<file path="src/sv/rpp_div.sv">
// Restoring divider, one quotient bit per cycle, quotient saturated to OUT_W.
// No dependencies.
module rpp_div #(
  parameter int DVD_W = 28,
  parameter int DVS_W = 13,
  parameter int OUT_W = 16
) (
  input  logic             clk,
  input  logic             rst_n,
  input  logic             start,
  input  logic [DVD_W-1:0] dividend,
  input  logic [DVS_W-1:0] divisor,
  output logic             done,
  output logic [OUT_W-1:0] quotient
);

  localparam int CNT_W = $clog2(DVD_W + 1);

  logic             busy_r;
  logic [CNT_W-1:0] cnt_r;
  logic [DVD_W-1:0] q_r, q_nxt;
  logic [DVS_W-1:0] rem_r, rem_nxt;
  logic [DVS_W-1:0] dvs_r;
  logic [DVS_W:0]   trial, diff;
  logic             ge;

  always_comb begin
    trial   = {rem_r, q_r[DVD_W-1]};
    diff    = trial - {1'b0, dvs_r};
    ge      = trial >= {1'b0, dvs_r};
    rem_nxt = ge ? diff[DVS_W-1:0] : trial[DVS_W-1:0];
    q_nxt   = {q_r[DVD_W-2:0], ge};
  end

  always_ff @(posedge clk) begin
    if (!rst_n) begin
      busy_r <= 1'b0;
      cnt_r  <= '0;
    end else if (start) begin
      busy_r <= 1'b1;
      cnt_r  <= CNT_W'(DVD_W);
    end else if (busy_r) begin
      if (cnt_r != '0) begin
        cnt_r <= cnt_r - 1'b1;
      end else begin
        busy_r <= 1'b0;
      end
    end
  end

  always_ff @(posedge clk) begin
    if (start) begin
      q_r   <= dividend;
      rem_r <= '0;
      dvs_r <= divisor;
    end else if (busy_r && cnt_r != '0) begin
      q_r   <= q_nxt;
      rem_r <= rem_nxt;
    end
  end

  assign done = busy_r && (cnt_r == '0);

  generate
    if (DVD_W > OUT_W) begin : g_sat
      assign quotient = (|q_r[DVD_W-1:OUT_W]) ? '1 : q_r[OUT_W-1:0];
    end else begin : g_nosat
      assign quotient = OUT_W'(q_r);
    end
  endgenerate

endmodule

</file>
<file path="config.mk">
export PLATFORM = sky130hd
export DESIGN_NAME = rpp_div
export DESIGN_NICKNAME = d
export VERILOG_FILES = /design/src/sv/rpp_div.sv
export SDC_FILE = /design/constraint.sdc
export NUM_CORES = 1
export LEC_CHECK = 0
export BUFFER_PORTS_ARGS = -buffer_cell sky130_fd_sc_hd__clkbuf_2
export CAP_MARGIN = 20
export CORE_MARGIN = 4
export CORE_UTILIZATION = 55
export CTS_CLUSTER_SIZE = 30
export DETAILED_ROUTE_END_ITERATION = 8
export GPL_TIMING_DRIVEN = 0
export PLACE_DENSITY = 0.79
export RECOVER_POWER = 25
export SETUP_SLACK_MARGIN = 0.3
export SLEW_MARGIN = 20
export SYNTH_ARGS = -nofsm -noshare
export SYNTH_HDL_FRONTEND = slang
export SYNTH_SLANG_ARGS = --single-unit
</file>
<file path="constraint.sdc">
create_clock -name clk -period 2.97 [get_ports clk]
set_clock_uncertainty 0.1 [all_clocks]
set_input_delay 0.1485 -clock clk [delete_from_list [all_inputs] [get_ports clk]]
set_output_delay 0.1485 -clock clk [all_outputs]
set_load 0.005 [all_outputs]
</file>
# Yosys cells after proc, flatten, opt, wreduce, memory -nomap -nowiden
# Cells that the tools add are included.
# Widths: inputs -> output; s select.
[classes] shift=0 bitwise=1 magnitude_cmp=1 div=0 n_mux=10 n_addsub=2 mul=0 n_eq_ne=0 n_reduce_logical=11
[op_table] cell="$mux 28" n=2
[op_table] cell="$mux 16" n=1
[op_table] cell="$mux 5" n=3
[op_table] cell="$ge 14x13->1" n=1
[op_table] cell="$mux 13" n=1
[op_table] cell="$sub 13x13->13" n=1
[op_table] cell="$reduce_or 12->1" n=1
[op_table] cell="$reduce_bool 2->1" n=3
[op_table] cell="$logic_not 5->1" n=1
[op_table] cell="$reduce_bool 5->1" n=1
[op_table] cell="$sub 5x1->5 const B" n=1
[op_table] cell="$reduce_and 2->1" n=2
[op_table] cell="$mux 1" n=3
[op_table] cell="$logic_and 1x1->1" n=2
[op_table] cell="$reduce_or 2->1" n=1
[op_table] cell="$not 1->1" n=1
[word_totals] memories=0 mem_bits_rw=0 wordCells=31 output_inout_bits=17 romBits=0 register_bits=60 latch_bits=0

# Longest topological paths before layout
# Gate-level depths: netlist of the first run.
[logic_depth] ltp_word=4 depth_mapped=12 ltp_nobuf=11

# Worst setup path before layout of the first run
# No wires, ideal clock.
[synth_path] kind="register to register" start="reg q_r[27]" end="reg q_r[0], data pin" t_arrival_ns=2.200 required_time_ns=2.610 path_buffers=1 slack_ns=0.410 stages_incl_launch_ff=11 cell_sequence="edfxtp_1 -> inv_1 -> ha_1 -> inv_1 -> fa_1 -> a21o_1 -> a221oi_1 -> or2_2 -> a21boi_2 -> buf_2 -> mux2_2"
[synth_via] elab_chain_cells=3
[synth_lines] item="start, declared" line="21" rtl="logic [DVD_W-1:0] q_r, q_nxt;"
[synth_lines] item="start signal, assigned" line="53" rtl="q_r <= dividend;"
[synth_lines] item="start signal, assigned" line="57" rtl="q_r <= q_nxt;"
[synth_lines] item="$ge 14x13->1" line="30" rtl="ge = trial >= {1'b0, dvs_r};"
[synth_lines] item="$mux 28" line="56" rtl="end else if (busy_r && cnt_r != '0) begin"
[synth_lines] item="$mux 28" line="52" rtl="if (start) begin"
# No other way between the ends. The select of a mux whose other input is x is not followed.
# A chain may end at the register's enable or synchronous reset.

# Final worst setup path of the first run
# Same ends and word-level chain as after synthesis.

==> results by group, run 1 <==
Run status
  – Status: finished, final reports clean

Flow run
  – Max Cap Violations: 0

Clock tree
  – CTS Buf Count: 9
  – CTS tree: done
  – CTS max path bufs: 2
  – Sink Count: 60
  – CTS HTree Levels: 3
  – Clock Latency Late Sink: 330 ps
  – Worst-path clk slew: 80 ps
  – Clock root buffer: clkbuf_8

Global routing
  – Vias in the first global route: 2522
  – Initial antenna violation count: 0
  – First-pass GRT wire length: 11.9 mm
  – GRT Total Usage: 21.1%
  – GR Overflow Total: 0
  – Largest net degree at the start of global routing: 18

Synth
  – Yosys cell types: 40
  – #FFs+latches synth: 60
  – Post-synthesis sequential area ratio: 50.8%
  – Mapped Area: 3170 um^2
  – Synth warn: 0
  – Syn nets: 344
  – Synth Flop Type: edfxtp_1
  – Syn_area_per_cell: ~11 um^2
  – Fraction of registers with async set/reset: 0%
  – Synth Instances: 285
  – Post-synth EDFFs: 41

STA
  – Period Utilization, post-route: 89.9%
  – Fmax: 375 MHz
  – Setup tns final: 0 ps
  – Worst slew pin tran: 806 ps
  – RSZ-0062 raised after global routing: yes
  – Fin. max-slew vios: 0
  – Max_slew headroom: 46.3%
  – Final setup vio count: 0
  – Min Clock Period, post-route: 2670 ps
  – Fin. Hold Viols: 0

Detailed routing
  – Via Count: 2520
  – DR top layer: met4
  – DRC: 0
  – Number of vias per cell: 5.54
  – DRT iter0 DRCs: between 150 and 200
  – WL met2: 3.76 mm
  – Drt wl/cell: 16.7 um
  – DR pass1 iterations: 5
  – Total Wirelength: 7.60 mm
  – Met1 wire length: approximately 3.4 mm
  – Antenna Nets Post-Route: 0
  – Met3 wire len: 348 um

Place
  – Dpl cell area: 3580 um^2
  – Final GP Congestion: 0.870
  – Post-DP HPWL: 4.94 mm
  – # port buffers: 60

Critical path
  – CP startpoint kind: flop
  – Critical path endpoint category: flop
  – Worst R2R Start: q_r[27]
  – WS Path Type: reg2reg
  – R2R cell count: 10
  – CP Data Arrival Time: 2660 ps
  – CP required: slightly below 3000 ps
  – RR Endpoint: q_r[0]
  – Reg2Reg Setup Slack: 300 ps
  – Maximum fanout along the worst path: 5

Finish
  – Area occupied by multi-input gates: 1510 um^2
  – Inserted Diodes: 0
  – Register area: 1610 um^2
  – Share of layout cells above drive strength 1: 37.9%
  – Fillers: 398
  – Finished Cell Area: between 4000 and 5000 um^2
  – Post-layout util: 74.5%
  – Nets@finish: 437
  – Area growth, synth to finish: 30.1%

Power and ir drop
  – P per Cell Area: 600 nW/um^2
  – Worst vdd ir: 0.000620 V
  – Overall Power: 2.48 mW
  – Leak pwr: 1.70 nW

Floorplan
  – Top-Level Pins: between 60 and 70
  – Core Region: 5540 um^2
  – Die Footprint: between 7000 and 8000 um^2
  – Number of cell rows: 27
  – Die Y: 84.0 um
  – Initial cell density of the core: 57.3%
  – Width of the chip: between 80 and 90 um

Min path
  – Hold endpoint: q_r[13]
  – Hold path start: dividend[13]
  – Worst Hold Depth: 2
  – Worst hold path class: in2reg
-- worst max-delay path, stage by stage, from the launching register on --
cell	delay, ps
edfxtp_1	420
inv_1	90
ha_2	190
inv_2	40
fa_2	370
a21o_1	200
a221oi_2	330
or2_4	210
a21boi_4	90
buf_6	150
mux2_4	250
-- power breakdown --
| group | total, mW | switching (mW) | internal (mW) |
|---|---|---|---|
| Combinational | 0.510 | 0.256 | 0.254 |
| Clock | 0.921 | 0.341 | 0.580 |
| Sequential | 1.04 | 0.0531 | 0.992 |
-- per-stage QoR --
stage,hold WS [ps],cells,setup slack [ps]
finish,11.7,455,301
global route,2.11,455,186
CTS,7.69,450,306
detailed placement,227,418,96.8
global placement,225,417,148
floorplan,147,285,410
-- state kept, by name (all words and copies together) (netlist names) --
name / count
q_r: 28
dvs_r: 13
rem_r: 13
busy_r: 1
cnt_r: 5
-- metal layers --
metal | vias to the layer above | track usage, %
met1 | 1203 | 28.3
met2 | 80 | 34.0
met4 | 0 | 8.04
met3 | 13 | 3.75
li1 | 1224 | -
met5 | - | 0
-- cell type report --
class | count | area share (%)
timing repair buffer | 82 | 12.8
inverter | 20 | 1.82
clock inverter | 6 | 2.70
multi-input combinational | 194 | 36.7
buffer | 11 | 1.49
sequential | 60 | 39.0
tap | 72 | 2.18
clock buffer | 10 | 3.33
-- repair_timing --
action                     in CTS  in global routing
hold buffers                   14                  2
hold endpoints to repair       15                  2
setup buffers                   2                  1
pin swaps                       2                  6
cloned                          0                  2
setup endpoints to repair      14                 29
resized for setup               3                 17
-- synthesized netlist by cell type (2+ instances only) --
cell type  instances  area share (%)
a211oi_1           3            0.71
a21boi_0           2            0.47
a21o_1             7             1.7
a21oi_1           20             3.2
a31o_2             2            0.55
a31oi_1            5            0.99
and3_1             3            0.59
buf_2              2            0.32
clkbuf_1           8            0.95
dfxtp_1           19              12
edfxtp_1          41              39
ha_1              14             5.5
inv_1             20             2.4
mux2_2            28             9.9
mux2i_1            5             1.6
nand2_1           17             2.0
nand3_1            7             1.1
nand4b_1           2            0.55
nor2_1             7            0.83
nor2b_1            2            0.39
nor4_1             5            0.99
o211ai_1           2            0.47
o21a_1             3            0.71
o21ai_0           19             3.0
or2_2             18             3.5
xnor2_1            8             2.2
xor2_1             3            0.83
-- cells in the final DEF (no fill, tap or decap), drive strengths merged, types with 2 or more instances in the layout --
master / n
a21o: 7
o21ai: 19
a31oi: 5
nor2b: 2
xnor2: 8
a31o: 2
xor2: 3
or2: 18
a21oi: 20
dfxtp: 19
o21a: 3
and3: 3
nor4: 5
mux2: 28
a21boi: 3
nand3: 8
mux2i: 5
nand4b: 2
ha: 14
dlygate4sd3: 16
o211ai: 2
inv: 20
edfxtp: 41
clkinv: 2
clkbuf: 79
nor2: 8
a211oi: 3
bufinv: 3
nand2: 17
buf: 8
-- how the worst max path moves through the flow --
stage                   from   endpoint  slack [ps]
finish               q_r[27]     q_r[0]         300
detailed placement   q_r[27]     q_r[0]         100
floorplan            q_r[27]     q_r[0]         410
global route        dvs_r[9]  rem_r[12]         190
global placement     q_r[27]     q_r[0]         150
CTS                 cnt_r[0]    q_r[24]         310
-- logic make-up (layout without fill, tap and decap cells) --
group	count (synthesis)	in the layout	share of synthesized area, %
simple gates	68	68	11.6
compound gates	67	67	12.9
xor+xnor	11	11	3.04
mux	33	33	11.5
buf+inv	31	129	3.98
flops	60	60	50.8
fa+ha+maj	15	15	6.15
Power figures use the tool's default switching activity.
==> inputs of run 2 (changes only) <==
--- a/config.mk
+++ b/config.mk
@@ -5,14 +5,15 @@
 export SDC_FILE = /design/constraint.sdc
 export NUM_CORES = 1
 export LEC_CHECK = 0
+export ABC_AREA = 1
 export BUFFER_PORTS_ARGS = -buffer_cell sky130_fd_sc_hd__clkbuf_2
 export CAP_MARGIN = 20
 export CORE_MARGIN = 4
-export CORE_UTILIZATION = 55
+export CORE_UTILIZATION = 56
 export CTS_CLUSTER_SIZE = 30
 export DETAILED_ROUTE_END_ITERATION = 8
 export GPL_TIMING_DRIVEN = 0
-export PLACE_DENSITY = 0.79
+export PLACE_DENSITY = 0.86
 export RECOVER_POWER = 25
 export SETUP_SLACK_MARGIN = 0.3
 export SLEW_MARGIN = 20
==> run 2 against run 1 <==
  * Register-to-register slack better by 230 ps
  * Synthesized cell count is 62% higher
  * Synthesized area increased by 12%
  * Via count increased by 37%
  * Sequential power is 4% lower
  * Core utilization down 0.62 points
  * Cell area rose by 7.9%
  * Flip-flop and latch count unchanged
  * Highest routed layer unchanged
  * Power is 22% lower
  * Non-clock buffer count is 15 higher
  * Global-route usage grew 5.3 points
  * Critical path type unchanged
  * Clock power fell by 32%
==> results by group, run 2 <==
STA
  – Fin. max-slew vios: 0
  – Period Utilization, post-route: a little over 80%
  – Min Clock Period, post-route: approximately 2400 ps
  – Max_slew headroom: a little over a quarter
  – Fmax: 411 MHz
  – Worst setup slack after layout: 534 ps
  – RSZ-0062 raised after global routing: no
  – Setup tns final: 0 ps
  – Hold Slack: 8.84 ps
  – Fin. Hold Viols: 0
  – Worst slew pin tran: 1100 ps
  – Final setup vio count: 0

Critical path
  – CP most frequent cell: nand2_1
  – Maximum fanout along the worst path: 10
  – RR Endpoint: q_r[0]
  – Crit path cell chain: inv_1 -> ha_1 -> inv_1 -> fa_1 -> nand2_1 -> nand2_1 -> nand3_1 -> nand2_1 -> nand2_1 -> nand3_4 -> buf_8 -> nand2_1 -> nand2_1
  – CP startpoint: q_r[27]
  – Critical path endpoint category: flop
  – CP startpoint kind: flop
  – CP Data Arrival Time: 2440 ps
  – Crit path to: q_r[0]
  – R2R cell count: 13
  – WS Path Type: reg2reg
  – WP depth: 13
  – CP required: 2970 ps
  – CP top delay family: simple AND/OR/NAND/NOR gates
  – Critical Path Max Stage Delay: 460 ps
  – Worst R2R Start: q_r[27]
  – Reg2Reg Setup Slack: 530 ps
  – Crit path buffers/inverters: 3
  – Slowest cell on the critical path: fa_1

Place
  – Post-DP HPWL: 5.78 mm
  – Placed Cells: 597
  – Dpl cell area: 3950 um^2
  – Setup WS pre-CTS: 425 ps
  – # port buffers: 60
  – Final GP Congestion: 0.912

Synth
  – #FFs+latches synth: 60
  – Post-synth top cells: nand2_1 (162), inv_1 (85), edfxtp_1 (41)
  – Area leader, netlist: edfxtp_1
  – Dominant cells by area after synthesis: edfxtp_1 (35%), nand2_1 (17%), dfxtp_1 (11%)
  – Yosys cell types: 32
  – Synth warn: 0
  – Fraction of registers with async set/reset: 0%
  – Mapped Area: around 3600 um^2
  – Syn_area_per_cell: 7.70 um^2
  – Post-synth top area share: 34.6%
  – Synth Instances: 462
  – Post-synthesis sequential area ratio: 45.3%
  – Cell with the most instances after synthesis: nand2_1
  – Synth Flop Type: edfxtp_1
  – Post-synth EDFFs: 41
  – Syn nets: 521

Global routing
  – GRT Total Usage: 26.4%
  – Vias in the first global route: 3475
  – Most used routing layer: met2
  – Routing usage on met2: between 40% and 50%
  – Met3 Use GR: 5.64%
  – First-pass GRT wire length: ~16 mm
  – Largest net degree at the start of global routing: 31
  – M1 GR Usage: 31.9%
  – Initial antenna violation count: 0
  – GR Overflow Total: 0

Power and ir drop
  – P per Cell Area: 436 nW/um^2
  – Worst vdd ir: roughly 0.00038 V
  – Overall Power: 1.94 mW
  – Leak pwr: 2.21 nW

Clock tree
  – CTS max path bufs: 2
  – CTS HTree Levels: 3
  – CTS Buf Count: 9
  – CTS tree: done
  – Sink Count: 60
  – Cts repair resizes: 0
  – Clock Latency Late Sink: 350 ps
  – Clock root buffer: clkbuf_8
  – Post-CTS Hold Buffers: 34
  – Worst-path clk slew: 70 ps
  – # Post-CTS Setup Buffers: 0

Run status
  – Status: finished, final reports clean

Finish
  – Most common cell after layout, fill and taps aside: nand2_1
  – Commonest cells after routing, fill and taps aside: nand2_1 (162), inv_1 (84), clkbuf_2 (58)
  – Max FFs per register: 28
  – Post-route insts no fill: around 650
  – Top Registers: q_r: 28 flops, dvs_r: 13 flops, rem_r: 13 flops
  – Finished Cell Area: roughly 4500 um^2
  – Share of layout cells above drive strength 1: 18.4%
  – Inserted Diodes: 0
  – Fillers: 415
  – Nets@finish: about 630
  – Area growth, synth to finish: 25.1%
  – Post-layout util: 73.9%
  – Largest Register: q_r

Detailed routing
  – DRT iter0 DRCs: 403
  – Via Count: 3456
  – Drt wl/cell: roughly 14 um
  – Total Wirelength: 9.26 mm
  – Number of vias per cell: between 5 and 6
  – Antenna Nets Post-Route: 0
  – DR pass1 iterations: 5
  – DRC: 0

Min path
  – Worst hold path class: in2reg

Floorplan
  – Top-Level Pins: between 60 and 70
  – Width of the chip: 87.7 um
  – Die Y: 87.7 um
  – Initial cell density of the core: 59.1%
  – Die Footprint: 7690 um^2
  – Core Region: 6030 um^2
  – Number of cell rows: 28

Flow run
  – Max Cap Violations: 0
## run 2: how the worst min path moves through the flow
stage | from | endpoint | slack [ps] | cells after the start
final | dividend[27] | q_r[27] | 9 | 3
after global routing | dividend[12] | q_r[12] | 20 | 3
after CTS | dividend[27] | q_r[27] | 3 | 3
after global placement | divisor[1] | dvs_r[1] | 230 | 1
after detailed placement | divisor[11] | dvs_r[11] | 230 | 1
after floorplan | rst_n | cnt_r[3] | 150 | 2
## run 2: cells by family (layout without fill, tap and decap cells)
group / Yosys count / count (layout) / share of synthesized area, %
xor+xnor: 5 / 5 / 1.23
flops: 60 / 60 / 45.3
simple gates: 243 / 243 / 30.9
compound gates: 35 / 35 / 5.42
buf+inv: 104 / 214 / 11.7
fa+ha+maj: 15 / 15 / 5.49
## run 2: worst register-to-register path, stage by stage, from the launching register on
cell	delay, ps
edfxtp_1	430
inv_1	100
ha_1	140
inv_1	70
fa_1	460
nand2_1	100
nand2_1	60
nand3_1	70
nand2_1	90
nand2_1	120
nand3_4	140
buf_8	180
nand2_1	80
nand2_1	50
## run 2: metal layers
layer | up-vias | routed length (um)
met5 | - | 0
met4 | 0 | 230
met3 | 30 | 703
met2 | 211 | 4750
met1 | 1544 | 3570
li1 | 1671 | -
## run 2: layout make-up
cell class / count / area [um^2] / area share, %
sequential: 60 / 1610 / 36.2
multi-input combinational: 298 / 1530 / 34.4
timing repair buffer: 94 / 638 / 14.3
inverter: 90 / 338 / 7.59
clock buffer: 11 / 131 / 2.95
tap: 75 / 93.8 / 2.11
buffer: 14 / 77.6 / 1.74
clock inverter: 5 / 30.0 / 0.675
## run 2: power by group
group	leakage (nW)	internal [mW]	total [mW]	switching [mW]
registers	0.567	0.971	1.00	0.0292
logic	1.56	0.121	0.309	0.188
clock network	0.0791	0.298	0.629	0.331
